--- src/rtl/core/crt_pkg.sv ---
// Shared types, widths, op codes and the per-sample micro-op table
// of the Catmull-Rom tessellator. No dependencies.
`timescale 1ns / 1ps
`default_nettype none

package crt_pkg;

    localparam int CRD_W           = 18;
    localparam int T_W             = 16;
    localparam int STEP_W          = 16;
    localparam int TDATA_W         = 56;
    localparam int ACC_W           = 44;
    localparam int PROD_W          = 48;
    localparam int OPND_W          = 25;
    localparam int DM_W            = 23;
    localparam int RAD_W           = 48;
    localparam int ROOT_W          = 24;
    localparam int DIVR_W          = 20;
    localparam int QUO_W           = 32;
    localparam int MAX_SAMPLES_DEF = 64;
    localparam logic [STEP_W-1:0] STEP_RESET = 16'd655;

    localparam logic [3:0] PC_AXIS = 4'd4;
    localparam logic [3:0] PC_LAST = 4'd12;

    // multiplier operand selection
    localparam logic [3:0] MUL_NONE = 4'd0;
    localparam logic [3:0] MUL_TT   = 4'd1;
    localparam logic [3:0] MUL_T2T  = 4'd2;
    localparam logic [3:0] MUL_BT   = 4'd3;
    localparam logic [3:0] MUL_CT   = 4'd4;
    localparam logic [3:0] MUL_CT2  = 4'd5;
    localparam logic [3:0] MUL_DT2  = 4'd6;
    localparam logic [3:0] MUL_DT3  = 4'd7;
    localparam logic [3:0] MUL_DM   = 4'd8;

    // use of the registered product
    localparam logic [3:0] ACC_NONE  = 4'd0;
    localparam logic [3:0] ACC_CLR_S = 4'd1;
    localparam logic [3:0] ACC_T2    = 4'd2;
    localparam logic [3:0] ACC_T3    = 4'd3;
    localparam logic [3:0] ACC_INIT  = 4'd4;
    localparam logic [3:0] ACC_P     = 4'd5;
    localparam logic [3:0] ACC_D2    = 4'd6;
    localparam logic [3:0] ACC_D3    = 4'd7;
    localparam logic [3:0] ACC_ROUND = 4'd8;
    localparam logic [3:0] ACC_S     = 4'd9;

    typedef struct packed {
        logic [3:0] mul;
        logic [3:0] acc;
    } crt_uop_t;

    typedef struct packed {
        logic       load;
        logic [3:0] mul;
        logic [3:0] acc;
        logic [1:0] axis;
        logic       sqrt1_go;
        logic       sqrt2_go;
        logic       div_go;
        logic       emit;
        logic       last;
        logic       trunc;
        logic       adv_t;
    } crt_cmd_t;

    typedef struct packed {
        logic seg_go;
        logic sqrt_done;
        logic div_done;
        logic s_zero;
        logic reach_one;
        logic out_free;
    } crt_sts_t;

    function automatic crt_uop_t crt_uop(input logic [3:0] pc);
        crt_uop_t u;
        u.mul = MUL_NONE;
        u.acc = ACC_NONE;
        case (pc)
            4'd0:  begin u.mul = MUL_TT;  u.acc = ACC_CLR_S; end
            4'd1:  begin u.acc = ACC_T2; end
            4'd2:  begin u.mul = MUL_T2T; end
            4'd3:  begin u.acc = ACC_T3; end
            4'd4:  begin u.mul = MUL_BT;  u.acc = ACC_INIT; end
            4'd5:  begin u.mul = MUL_CT;  u.acc = ACC_P; end
            4'd6:  begin u.mul = MUL_CT2; u.acc = ACC_D2; end
            4'd7:  begin u.mul = MUL_DT2; u.acc = ACC_P; end
            4'd8:  begin u.mul = MUL_DT3; u.acc = ACC_D3; end
            4'd9:  begin u.acc = ACC_P; end
            4'd10: begin u.acc = ACC_ROUND; end
            4'd11: begin u.mul = MUL_DM; end
            4'd12: begin u.acc = ACC_S; end
            default: begin end
        endcase
        return u;
    endfunction

endpackage

`default_nettype wire

--- src/rtl/core/crt_isqrt.sv ---
// Iterative integer square root, two radicand bits per cycle.
// Depends on crt_pkg.
`timescale 1ns / 1ps
`default_nettype none

module crt_isqrt (
    input  wire logic                      aclk,
    input  wire logic                      aresetn,
    input  wire logic                      start,
    input  wire logic [crt_pkg::RAD_W-1:0]  radicand,
    output logic                           done,
    output logic [crt_pkg::ROOT_W-1:0]     root
);
    import crt_pkg::*;

    localparam logic [4:0] ITER_LAST = 5'(ROOT_W - 1);

    logic              busy_reg;
    logic              done_reg;
    logic [4:0]        cnt_reg;
    logic [RAD_W-1:0]  rad_reg;
    logic [ROOT_W+1:0] rem_reg;
    logic [ROOT_W-1:0] root_reg;

    logic [ROOT_W+3:0] rem_sh;
    logic [ROOT_W+3:0] trial;
    logic              ge;
    logic [ROOT_W+3:0] rem_sub;

    always_comb begin
        rem_sh  = {rem_reg, rad_reg[RAD_W-1 -: 2]};
        trial   = {2'b00, root_reg, 2'b01};
        ge      = rem_sh >= trial;
        rem_sub = rem_sh - trial;
    end

    always_ff @(posedge aclk) begin
        if (!aresetn) begin
            busy_reg <= 1'b0;
            done_reg <= 1'b0;
            cnt_reg  <= '0;
            root_reg <= '0;
        end else if (start) begin
            busy_reg <= 1'b1;
            done_reg <= 1'b0;
            cnt_reg  <= '0;
            rad_reg  <= radicand;
            rem_reg  <= '0;
            root_reg <= '0;
        end else if (busy_reg) begin
            rad_reg  <= {rad_reg[RAD_W-3:0], 2'b00};
            rem_reg  <= ge ? rem_sub[ROOT_W+1:0] : rem_sh[ROOT_W+1:0];
            root_reg <= {root_reg[ROOT_W-2:0], ge};
            cnt_reg  <= cnt_reg + 5'd1;
            if (cnt_reg == ITER_LAST) begin
                busy_reg <= 1'b0;
                done_reg <= 1'b1;
            end
        end else begin
            done_reg <= 1'b0;
        end
    end

    assign done = done_reg;
    assign root = root_reg;

endmodule

`default_nettype wire

--- src/rtl/core/crt_udiv.sv ---
// Iterative unsigned restoring divider, one quotient bit per cycle.
// Depends on crt_pkg.
`timescale 1ns / 1ps
`default_nettype none

module crt_udiv (
    input  wire logic                       aclk,
    input  wire logic                       aresetn,
    input  wire logic                       start,
    input  wire logic [crt_pkg::QUO_W-1:0]  dividend,
    input  wire logic [crt_pkg::DIVR_W-1:0] divisor,
    output logic                            done,
    output logic [crt_pkg::QUO_W-1:0]       quotient
);
    import crt_pkg::*;

    localparam logic [4:0] ITER_LAST = 5'(QUO_W - 1);

    logic              busy_reg;
    logic              done_reg;
    logic [4:0]        cnt_reg;
    logic [QUO_W-1:0]  dvd_reg;
    logic [DIVR_W-1:0] dvs_reg;
    logic [DIVR_W-1:0] rem_reg;

    logic [DIVR_W:0]   rem_sh;
    logic [DIVR_W:0]   rem_sub;
    logic              ge;

    always_comb begin
        rem_sh  = {rem_reg, dvd_reg[QUO_W-1]};
        ge      = rem_sh >= {1'b0, dvs_reg};
        rem_sub = rem_sh - {1'b0, dvs_reg};
    end

    always_ff @(posedge aclk) begin
        if (!aresetn) begin
            busy_reg <= 1'b0;
            done_reg <= 1'b0;
            cnt_reg  <= '0;
            dvd_reg  <= '0;
        end else if (start) begin
            busy_reg <= 1'b1;
            done_reg <= 1'b0;
            cnt_reg  <= '0;
            dvd_reg  <= dividend;
            dvs_reg  <= divisor;
            rem_reg  <= '0;
        end else if (busy_reg) begin
            dvd_reg <= {dvd_reg[QUO_W-2:0], ge};
            rem_reg <= ge ? rem_sub[DIVR_W-1:0] : rem_sh[DIVR_W-1:0];
            cnt_reg <= cnt_reg + 5'd1;
            if (cnt_reg == ITER_LAST) begin
                busy_reg <= 1'b0;
                done_reg <= 1'b1;
            end
        end else begin
            done_reg <= 1'b0;
        end
    end

    assign done     = done_reg;
    assign quotient = dvd_reg;

endmodule

`default_nettype wire

--- src/rtl/core/crt_datapath.sv ---
// Datapath: point window, coefficients, shared multiplier, accumulators,
// root and divide units, step register and output register. Depends on crt_pkg.
`timescale 1ns / 1ps
`default_nettype none

module crt_datapath (
    input  wire logic                        aclk,
    input  wire logic                        aresetn,
    input  wire logic                        cfg_valid,
    input  wire logic [crt_pkg::STEP_W-1:0]  cfg_data,
    input  wire logic [crt_pkg::TDATA_W-1:0] s_tdata,
    input  wire logic                        s_tuser,
    input  wire crt_pkg::crt_cmd_t           cmd,
    output crt_pkg::crt_sts_t                sts,
    output logic                             m_tvalid,
    input  wire logic                        m_tready,
    output logic [crt_pkg::TDATA_W-1:0]      m_tdata,
    output logic                             m_tlast,
    output logic                             m_tuser
);
    import crt_pkg::*;

    logic [STEP_W-1:0]       step_reg;
    logic signed [CRD_W-1:0] win_reg [9];
    logic [1:0]              held_reg;
    logic                    seg_go_reg;

    logic signed [18:0]      a_reg [3];
    logic signed [18:0]      b_reg [3];
    logic signed [21:0]      c_reg [3];
    logic signed [20:0]      d_reg [3];

    logic [T_W-1:0]          t_reg, t2_reg, t3_reg;
    logic signed [PROD_W-1:0] prod_reg;
    logic signed [ACC_W-1:0] pacc_reg, dacc_reg;
    logic [RAD_W-1:0]        sacc_reg;
    logic [DM_W-1:0]         dm_reg;
    logic signed [CRD_W-1:0] smp_reg [3];

    logic                    mv_reg;
    logic [TDATA_W-1:0]      md_reg;
    logic                    ml_reg, mu_reg;

    logic signed [CRD_W-1:0] p3 [3];
    logic [1:0]              held_eff;
    logic signed [OPND_W-1:0] opa, opb;
    logic signed [ACC_W-1:0] pmag, dmag;
    logic [ACC_W-1:0]        pr_w, dr_w;
    logic [26:0]             pr, dr;
    logic signed [CRD_W-1:0] smp_val;
    logic [T_W+16:0]         tsq_rnd;
    logic                    sq_done, dv_done;
    logic [ROOT_W-1:0]       root;
    logic [QUO_W-1:0]        quo;
    logic [QUO_W-1:0]        delta;
    logic [QUO_W:0]          t_sum;

    assign p3[0]    = s_tdata[17:0];
    assign p3[1]    = s_tdata[35:18];
    assign p3[2]    = s_tdata[53:36];
    assign held_eff = s_tuser ? 2'd0 : held_reg;

    always_comb begin
        opa = '0;
        opb = '0;
        case (cmd.mul)
            MUL_TT:  begin opa = OPND_W'(t_reg);  opb = OPND_W'(t_reg); end
            MUL_T2T: begin opa = OPND_W'(t2_reg); opb = OPND_W'(t_reg); end
            MUL_BT:  begin opa = OPND_W'(b_reg[cmd.axis]); opb = OPND_W'(t_reg); end
            MUL_CT:  begin opa = OPND_W'(c_reg[cmd.axis]); opb = OPND_W'(t_reg); end
            MUL_CT2: begin opa = OPND_W'(c_reg[cmd.axis]); opb = OPND_W'(t2_reg); end
            MUL_DT2: begin opa = OPND_W'(d_reg[cmd.axis]); opb = OPND_W'(t2_reg); end
            MUL_DT3: begin opa = OPND_W'(d_reg[cmd.axis]); opb = OPND_W'(t3_reg); end
            MUL_DM:  begin opa = OPND_W'(dm_reg); opb = OPND_W'(dm_reg); end
            default: begin end
        endcase
    end

    // round half away from zero by 2^17
    always_comb begin
        pmag = pacc_reg[ACC_W-1] ? -pacc_reg : pacc_reg;
        dmag = dacc_reg[ACC_W-1] ? -dacc_reg : dacc_reg;
        pr_w = (pmag + ACC_W'(65536)) >> 17;
        dr_w = (dmag + ACC_W'(65536)) >> 17;
        pr   = pr_w[26:0];
        dr   = dr_w[26:0];
        if (!pacc_reg[ACC_W-1]) begin
            smp_val = (pr > 27'd131071) ? 18'sh1FFFF : pr[17:0];
        end else begin
            smp_val = (pr > 27'd131072) ? 18'sh20000 : (~pr[17:0] + 18'd1);
        end
        tsq_rnd = prod_reg[T_W+16:0] + (T_W+17)'(32768);
    end

    crt_isqrt u_isqrt (
        .aclk     (aclk),
        .aresetn  (aresetn),
        .start    (cmd.sqrt1_go | cmd.sqrt2_go),
        .radicand (cmd.sqrt1_go ? sacc_reg : {8'd0, root, 16'd0}),
        .done     (sq_done),
        .root     (root)
    );

    crt_udiv u_udiv (
        .aclk     (aclk),
        .aresetn  (aresetn),
        .start    (cmd.div_go),
        .dividend ({step_reg, 16'd0}),
        .divisor  (root[DIVR_W-1:0]),
        .done     (dv_done),
        .quotient (quo)
    );

    assign delta = (quo == '0) ? QUO_W'(1) : quo;
    assign t_sum = {1'b0, delta} + (QUO_W+1)'(t_reg);

    always_ff @(posedge aclk) begin
        if (!aresetn) begin
            step_reg   <= STEP_RESET;
            held_reg   <= '0;
            seg_go_reg <= 1'b0;
            mv_reg     <= 1'b0;
            for (int i = 0; i < 9; i++) win_reg[i] <= '0;
        end else begin
            if (cfg_valid) step_reg <= cfg_data;
            if (cmd.load) begin
                if (held_eff == 2'd3) begin
                    seg_go_reg <= 1'b1;
                    for (int ax = 0; ax < 3; ax++) begin
                        a_reg[ax] <= 19'(win_reg[3+ax]) <<< 1;
                        b_reg[ax] <= 19'(win_reg[6+ax]) - 19'(win_reg[ax]);
                        c_reg[ax] <= (22'(win_reg[ax]) <<< 1) - 22'(win_reg[3+ax]) * 22'sd5
                                   + (22'(win_reg[6+ax]) <<< 2) - 22'(p3[ax]);
                        d_reg[ax] <= 21'(win_reg[3+ax]) * 21'sd3 - 21'(win_reg[ax])
                                   - 21'(win_reg[6+ax]) * 21'sd3 + 21'(p3[ax]);
                        win_reg[ax]   <= win_reg[3+ax];
                        win_reg[3+ax] <= win_reg[6+ax];
                        win_reg[6+ax] <= p3[ax];
                    end
                end else begin
                    seg_go_reg <= 1'b0;
                    held_reg   <= held_eff + 2'd1;
                    for (int k = 0; k < 3; k++) begin
                        if (held_eff == 2'(k)) begin
                            for (int ax = 0; ax < 3; ax++) win_reg[3*k+ax] <= p3[ax];
                        end
                    end
                end
            end
            if (cmd.emit) begin
                mv_reg <= 1'b1;
            end else if (m_tready) begin
                mv_reg <= 1'b0;
            end
        end
    end

    always_ff @(posedge aclk) begin
        prod_reg <= PROD_W'(opa * opb);
        case (cmd.acc)
            ACC_CLR_S: sacc_reg <= '0;
            ACC_T2:    t2_reg <= tsq_rnd[T_W+15:16];
            ACC_T3:    t3_reg <= tsq_rnd[T_W+15:16];
            ACC_INIT: begin
                pacc_reg <= ACC_W'(a_reg[cmd.axis]) <<< 16;
                dacc_reg <= ACC_W'(b_reg[cmd.axis]) <<< 16;
            end
            ACC_P:     pacc_reg <= pacc_reg + prod_reg[ACC_W-1:0];
            ACC_D2:    dacc_reg <= dacc_reg + (prod_reg[ACC_W-1:0] <<< 1);
            ACC_D3:    dacc_reg <= dacc_reg + prod_reg[ACC_W-1:0]
                                   + (prod_reg[ACC_W-1:0] <<< 1);
            ACC_ROUND: begin
                smp_reg[cmd.axis] <= smp_val;
                dm_reg            <= dr[DM_W-1:0];
            end
            ACC_S:     sacc_reg <= sacc_reg + prod_reg;
            default: begin end
        endcase
        if (cmd.load) begin
            t_reg <= '0;
        end else if (cmd.adv_t) begin
            t_reg <= t_reg + delta[T_W-1:0];
        end
        if (cmd.emit) begin
            md_reg <= {2'b00, smp_reg[2], smp_reg[1], smp_reg[0]};
            ml_reg <= cmd.last;
            mu_reg <= cmd.trunc;
        end
    end

    always_comb begin
        sts.seg_go    = seg_go_reg;
        sts.sqrt_done = sq_done;
        sts.div_done  = dv_done;
        sts.s_zero    = (root == '0);
        sts.reach_one = (t_sum >= (QUO_W+1)'(65536));
        sts.out_free  = !mv_reg || m_tready;
    end

    assign m_tvalid = mv_reg;
    assign m_tdata  = md_reg;
    assign m_tlast  = ml_reg;
    assign m_tuser  = mu_reg;

endmodule

`default_nettype wire

--- src/rtl/core/crt_ctrl.sv ---
// Controller: sequences the per-sample micro-ops, the root and divide
// units, the stop decision and output hand-off. Depends on crt_pkg.
`timescale 1ns / 1ps
`default_nettype none

module crt_ctrl #(
    parameter int MAX_SAMPLES = crt_pkg::MAX_SAMPLES_DEF
) (
    input  wire logic              aclk,
    input  wire logic              aresetn,
    input  wire logic              s_tvalid,
    output logic                   s_tready,
    input  wire crt_pkg::crt_sts_t sts,
    output crt_pkg::crt_cmd_t      cmd
);
    import crt_pkg::*;

    localparam int CNT_W = $clog2(MAX_SAMPLES + 1);

    localparam logic [3:0] ST_IDLE     = 4'd0;
    localparam logic [3:0] ST_CHECK    = 4'd1;
    localparam logic [3:0] ST_CALC     = 4'd2;
    localparam logic [3:0] ST_SQ1_GO   = 4'd3;
    localparam logic [3:0] ST_SQ1_WAIT = 4'd4;
    localparam logic [3:0] ST_SQ2_GO   = 4'd5;
    localparam logic [3:0] ST_SQ2_WAIT = 4'd6;
    localparam logic [3:0] ST_DIV_GO   = 4'd7;
    localparam logic [3:0] ST_DIV_WAIT = 4'd8;
    localparam logic [3:0] ST_EMIT     = 4'd9;

    logic [3:0]       state_reg, state_next;
    logic [3:0]       pc_reg, pc_next;
    logic [1:0]       axis_reg, axis_next;
    logic [CNT_W-1:0] cnt_reg, cnt_next;
    logic             last_reg, last_next;
    logic             trunc_reg, trunc_next;
    crt_uop_t         uop;

    always_comb begin
        state_next = state_reg;
        pc_next    = pc_reg;
        axis_next  = axis_reg;
        cnt_next   = cnt_reg;
        last_next  = last_reg;
        trunc_next = trunc_reg;
        cmd        = '0;
        cmd.axis   = axis_reg;
        s_tready   = 1'b0;
        uop        = crt_uop(pc_reg);
        unique case (state_reg)
            ST_IDLE: begin
                s_tready = 1'b1;
                cmd.load = s_tvalid;
                if (s_tvalid) state_next = ST_CHECK;
            end
            ST_CHECK: begin
                pc_next   = '0;
                axis_next = '0;
                cnt_next  = '0;
                state_next = sts.seg_go ? ST_CALC : ST_IDLE;
            end
            ST_CALC: begin
                cmd.mul = uop.mul;
                cmd.acc = uop.acc;
                if (pc_reg == PC_LAST) begin
                    if (axis_reg == 2'd2) begin
                        state_next = ST_SQ1_GO;
                    end else begin
                        axis_next = axis_reg + 2'd1;
                        pc_next   = PC_AXIS;
                    end
                end else begin
                    pc_next = pc_reg + 4'd1;
                end
            end
            ST_SQ1_GO: begin
                cmd.sqrt1_go = 1'b1;
                state_next   = ST_SQ1_WAIT;
            end
            ST_SQ1_WAIT: begin
                if (sts.sqrt_done) state_next = ST_SQ2_GO;
            end
            ST_SQ2_GO: begin
                cmd.sqrt2_go = 1'b1;
                state_next   = ST_SQ2_WAIT;
            end
            ST_SQ2_WAIT: begin
                if (sts.sqrt_done) begin
                    if (sts.s_zero) begin
                        last_next  = 1'b1;
                        trunc_next = 1'b0;
                        state_next = ST_EMIT;
                    end else begin
                        state_next = ST_DIV_GO;
                    end
                end
            end
            ST_DIV_GO: begin
                cmd.div_go = 1'b1;
                state_next = ST_DIV_WAIT;
            end
            ST_DIV_WAIT: begin
                if (sts.div_done) begin
                    state_next = ST_EMIT;
                    if (sts.reach_one) begin
                        last_next  = 1'b1;
                        trunc_next = 1'b0;
                    end else if (cnt_reg + CNT_W'(1) >= CNT_W'(MAX_SAMPLES)) begin
                        last_next  = 1'b1;
                        trunc_next = 1'b1;
                    end else begin
                        last_next  = 1'b0;
                        trunc_next = 1'b0;
                    end
                end
            end
            ST_EMIT: begin
                if (sts.out_free) begin
                    cmd.emit  = 1'b1;
                    cmd.last  = last_reg;
                    cmd.trunc = trunc_reg;
                    cnt_next  = cnt_reg + CNT_W'(1);
                    if (last_reg) begin
                        state_next = ST_IDLE;
                    end else begin
                        cmd.adv_t  = 1'b1;
                        pc_next    = '0;
                        axis_next  = '0;
                        state_next = ST_CALC;
                    end
                end
            end
            default: state_next = ST_IDLE;
        endcase
    end

    always_ff @(posedge aclk) begin
        if (!aresetn) begin
            state_reg <= ST_IDLE;
            pc_reg    <= '0;
            axis_reg  <= '0;
            cnt_reg   <= '0;
            last_reg  <= 1'b0;
            trunc_reg <= 1'b0;
        end else begin
            state_reg <= state_next;
            pc_reg    <= pc_next;
            axis_reg  <= axis_next;
            cnt_reg   <= cnt_next;
            last_reg  <= last_next;
            trunc_reg <= trunc_next;
        end
    end

endmodule

`default_nettype wire

--- src/rtl/core/catmull_rom_adaptive_tessellator.sv ---
// Adaptive Catmull-Rom tessellator, top level.
// Joins crt_ctrl and crt_datapath; depends on crt_pkg.
//
// Usage:
//   s_ channel: one control point per item; new_path on s_tuser restarts the
//   window. From the fourth point of a path, each item yields the samples of
//   the segment between the two middle points of the window on the m_
//   channel; m_tlast marks the last sample, m_tuser the sample-limit stop.
//   cfg channel: writes step_length at any handshake; cfg_ready is always high.
// Timing:
//   One item is in work at a time; s_tready is high only when idle. Each
//   sample runs the shared multiplier sequence, the two square roots, the
//   divide and the hand-off in that order; a sample with zero derivative
//   skips the divide.
// Reset: aresetn low clears the window, point count, step_length (655) and
//   the output valid flag.
// Stall: a pending sample sits in the output register; the next sample waits
//   until it is taken, and a new item is accepted while the last one waits.
`timescale 1ns / 1ps
`default_nettype none

module catmull_rom_adaptive_tessellator #(
    parameter int MAX_SAMPLES = crt_pkg::MAX_SAMPLES_DEF
) (
    input  wire logic                        aclk,
    input  wire logic                        aresetn,
    input  wire logic                        cfg_valid,
    output logic                             cfg_ready,
    input  wire logic [crt_pkg::STEP_W-1:0]  cfg_data,    // step_length
    input  wire logic                        s_tvalid,
    output logic                             s_tready,
    input  wire logic [crt_pkg::TDATA_W-1:0] s_tdata,     // point_x, point_y, point_z
    input  wire logic                        s_tuser,     // new_path
    output logic                             m_tvalid,
    input  wire logic                        m_tready,
    output logic [crt_pkg::TDATA_W-1:0]      m_tdata,     // sample_x, sample_y, sample_z
    output logic                             m_tlast,     // segment_end
    output logic                             m_tuser      // truncated
);
    import crt_pkg::*;

    crt_cmd_t cmd;
    crt_sts_t sts;

    assign cfg_ready = 1'b1;

    crt_ctrl #(
        .MAX_SAMPLES (MAX_SAMPLES)
    ) u_ctrl (
        .aclk     (aclk),
        .aresetn  (aresetn),
        .s_tvalid (s_tvalid),
        .s_tready (s_tready),
        .sts      (sts),
        .cmd      (cmd)
    );

    crt_datapath u_datapath (
        .aclk      (aclk),
        .aresetn   (aresetn),
        .cfg_valid (cfg_valid),
        .cfg_data  (cfg_data),
        .s_tdata   (s_tdata),
        .s_tuser   (s_tuser),
        .cmd       (cmd),
        .sts       (sts),
        .m_tvalid  (m_tvalid),
        .m_tready  (m_tready),
        .m_tdata   (m_tdata),
        .m_tlast   (m_tlast),
        .m_tuser   (m_tuser)
    );

endmodule

`default_nettype wire

--- config.mk ---
export PLATFORM = sky130hd
export DESIGN_NAME = catmull_rom_adaptive_tessellator
export DESIGN_NICKNAME = d
export VERILOG_FILES = /design/src/rtl/core/crt_pkg.sv /design/src/rtl/core/crt_isqrt.sv /design/src/rtl/core/crt_udiv.sv /design/src/rtl/core/crt_datapath.sv /design/src/rtl/core/crt_ctrl.sv /design/src/rtl/core/catmull_rom_adaptive_tessellator.sv
export SDC_FILE = /design/constraint.sdc
export NUM_CORES = 2
export LEC_CHECK = 0
export BUFFER_PORTS_ARGS = -buffer_cell sky130_fd_sc_hd__buf_2
export CORE_MARGIN = 8
export CORE_UTILIZATION = 55
export DETAILED_ROUTE_END_ITERATION = 10
export PLACE_DENSITY = 0.79
export SLEW_MARGIN = 20
export SYNTH_ARGS = -nofsm -noshare
export SYNTH_HDL_FRONTEND = slang
export SYNTH_SLANG_ARGS = --single-unit
--- constraint.sdc ---
create_clock -name aclk -period 13 [get_ports aclk]
set_clock_uncertainty 0.2 [all_clocks]
set_input_delay 2.6 -clock aclk [delete_from_list [all_inputs] [get_ports aclk]]
set_output_delay 2.6 -clock aclk [all_outputs]
set_load 0.03 [all_outputs]
==> impl_metrics.csv <==
group,metric,value,unit
clock_tree,cts-root-buf,"clkbuf_16",
timing,rsz0062_at_grt,"no",
yosys,synth_compound_area_frac,0.122,
yosys,synthMuxAreaShare,0.0214,
yosys,netlist_instances,9554,
clock_tree,cts_resized,0,
pwr,swShare,0.360,
critical_path,worstPathRequired,13.48,ns
die,ios,139,
timing,max_slew_margin,0.202,
clock_tree,post-cts-setup-buffers,0,
die,rows,152,
yosys,yosys-top-cells-count,"inv_1, fa_1, edfxtp_1, nor2_1, ha_1",
final_layout,seqCellArea,0.0280,mm2
clock_tree,ctsHtreeMaxLevel,3,
yosys,ys_async_sr_fraction,0,
grt,grt_pass1_vias,73604,
worst_hold_path,hold_class,"flop to flop",
outcome,status,"complete, no violations",
final_layout,fillers,13765,
routing,viasPerCell,6.01,
routing,drt-initial-drc-count,6965,
yosys,ys_ff_latch,992,
final_layout,stdcell_count,11937,
grt,grt_pass1_wl,415,mm
timing,finalSetupViolCount,0,
critical_path,worstPathMaxFanout,20,
pwr,vdd_drop_max,0.152,mV
yosys,synthDistinctLibCells,110,
yosys,synth_top_area_share,0.259,
clock_tree,path_clk_slew,0.07,ns
yosys,yosys.area_share.adder,0.321,
die,core_area,0.171,mm2
pwr,pwr-share-clk,0.292,
routing,drc_errors,0,
clock_tree,clk_latency,0.79,ns
yosys,yosys_most_used_dff,"edfxtp_1",
pwr,p_comb_frac,0.390,
routing,wl_per_cell,22.5,um
yosys,synth_area,0.0945,mm2
timing,fin_crit_sh,0.953,
critical_path,path_common_cell,"fa_1",
final_layout,drive_above_1_share,0.0582,
routing,dr.pass1.iters,10,
placement,port_buffers,133,
final_layout,multi_input_comb_area,0.0595,mm2
run,drv_cap,0,
grt,antenna_found_initial,25,
pwr,power.share.sequential,0.318,
critical_path,worst-path-buf-inv,6,
yosys,synth_edf_count,817,
yosys,synth_top_cell_by_area,"edfxtp_1",
critical_path,startpoint_type,"flop",
grt,grtUsageTotal,0.285,
routing,vias,71744,
yosys,ys_seq_area_frac,0.297,
clock_tree,cts_tree,"done",
placement,dp_hpwl,209,mm
timing,setup_ws,0.609,ns
yosys,synth-xor-area-share,0.0461,
yosys,ys_warn_count,0,
routing,routed_wl,269,mm
pwr,p_sw,4330,uW
yosys,yosysMostFrequentCell,"inv_1",
critical_path,cp_slowest_cell,"a221o_1",
final_layout,area_delta_synth_final,7.72,%
pwr,powerDensity,118,mW/mm2
die,die-area,0.185,mm2
clock_tree,hold_buffers,0,
placement,dp_cells,11718,
critical_path,cpLargestDelayFamily,"compound AO/OA/AOI/OAI gates",
timing,fin_crit,12.39,ns
final_layout,largest_reg_flops,162,
timing,fin_tns_setup,0,ns
grt,grt_max_degree,111,
yosys,yosys.area_share.simple,0.116,
placement,gp_congestion,1.01,
timing,slew_viol_final,0,
clock_tree,cts_buffer_depth,3,
die,die_w,431,um
pwr,power.internal,7690,uW
timing,finalHoldViolCount,0,
routing,ant_nets,0,
yosys,synth_area_leaders,"edfxtp_1, fa_1, ha_1",
critical_path,crit_type,"flop to flop",
yosys,synth_top_family_by_area,"adder cells",
grt,grt_overflow,0,
placement,place_ws,1.15,ns
timing,hold_ws,0.217,ns
timing,fmax,80.7,MHz
pwr,p_leak,0.0453,uW
critical_path,slowest_delay,0.82,ns
final_layout,nets,11490,
timing,tightest_slew,1.20,ns
clock_tree,cts.sinks,992,
yosys,avgSynthCellArea,9.90,um2
critical_path,crit_arrival,12.87,ns
die,start_util,0.552,
die,die_height,431,um
clock_tree,cts_buffers,109,
critical_path,endpoint_kind,"flop",
==> final timing paths <==
kind | end | slack, ns | from | cells past startpoint
setup / recovery | u_datapath.prod_reg[47] | 0.61 | u_ctrl.state_reg[3] | 36
hold / removal | m_tdata[36] | 0.22 | u_datapath.smp_reg[2][0] | 0
setup reg to reg | u_datapath.prod_reg[47] | 0.61 | u_ctrl.state_reg[3] | 36
hold reg to reg | m_tdata[36] | 0.22 | u_datapath.smp_reg[2][0] | 0
==> layout make-up <==
class | instances | share of cell area
multi-input cells | 6674 | 0.584
flip-flops and latches | 992 | 0.275
inverters | 1571 | 0.0580
clock buffers | 127 | 0.0275
well taps | 2233 | 0.0274
repair buffers | 248 | 0.0153
clock inverters | 79 | 0.0120
diodes | 13 | 0.000319
==> stage by stage <==
| stage | utilization | power (uW) | cell area (um2) |
|---|---|---|---|
| after detailed placement | 0.571 | 8450 | 97800 |
| after global placement | 0.571 | 8260 | 97700 |
| after global routing | 0.595 | 12600 | 102000 |
| after floorplan | - | 7090 | 94600 |
| final | 0.595 | 12000 | 102000 |
| after CTS | 0.595 | 12000 | 102000 |
==> power groups by stage <==
stage / registers, uW / logic, uW / clock network (uW)
after global routing: 3820 / 5140 / 3640
after global placement: 3880 / 4380 / 0
after detailed placement: 3880 / 4570 / 0
after CTS: 3810 / 4630 / 3520
final: 3820 / 4690 / 3510
after floorplan: 3840 / 3260 / 0
==> per-layer routing <==
layer,vias to the layer above,GRT usage,routed length [um]
li1,32126,-,-
met1,35184,0.350,100000
met2,3489,0.459,122000
met3,935,0.0634,26000
met4,10,0.179,20500
met5,-,0,61
==> cells by family (layout without fill, tap and decap cells) <==
kind of cell / after synthesis / count (layout)
AOI/OAI and AO/OA: 1736 / 1736
adders and majority gates: 1816 / 1816
xor gates and xnor gates: 497 / 497
muxes: 202 / 202
other: 2 / 30
and+or+nand+nor: 2406 / 2406
DFF: 992 / 992
buffers and inverters: 1903 / 2025
==> layout by cell type, fill, tap and decap left out, types with 25 or more instances in the layout <==
master / synthesis / layout
a211oi_1: 64 / 64
a21boi_0: 39 / 39
a21o_1: 167 / 167
a21oi_1: 478 / 478
a221oi_1: 29 / 25
a22o_1: 121 / 121
a31oi_1: 53 / 51
and2_1: 119 / 119
and3_1: 44 / 41
buf_2: 6 / 133
buf_4: 4 / 113
bufinv_16: 0 / 26
clkbuf_16: 0 / 109
dfxtp_1: 175 / 172
edfxtp_1: 817 / 817
fa_1: 1012 / 1012
ha_1: 804 / 804
inv_1: 1570 / 1568
mux2i_1: 198 / 198
nand2_1: 790 / 790
nand2b_1: 64 / 63
nand3_1: 113 / 113
nand4_1: 50 / 50
nor2_1: 816 / 808
nor2b_1: 85 / 84
nor3_1: 135 / 133
nor4_1: 37 / 37
o21a_1: 57 / 57
o21ai_0: 374 / 368
o21bai_1: 42 / 42
o22ai_1: 28 / 28
o31ai_1: 33 / 33
or2_2: 30 / 30
or3_1: 34 / 34
xnor2_1: 325 / 325
xor2_1: 171 / 171
==> worst reg2reg max path: cells and delay by family (launching register included) <==
family | cells | cell delay (ns)
fa+ha+maj | 8 | 4.06
buf+inv | 6 | 0.54
xor+xnor | 1 | 0.08
flops | 1 | 0.46
compound gates | 14 | 4.56
simple gates | 7 | 2.37
Note: power is estimated with default switching activity, not from simulation.
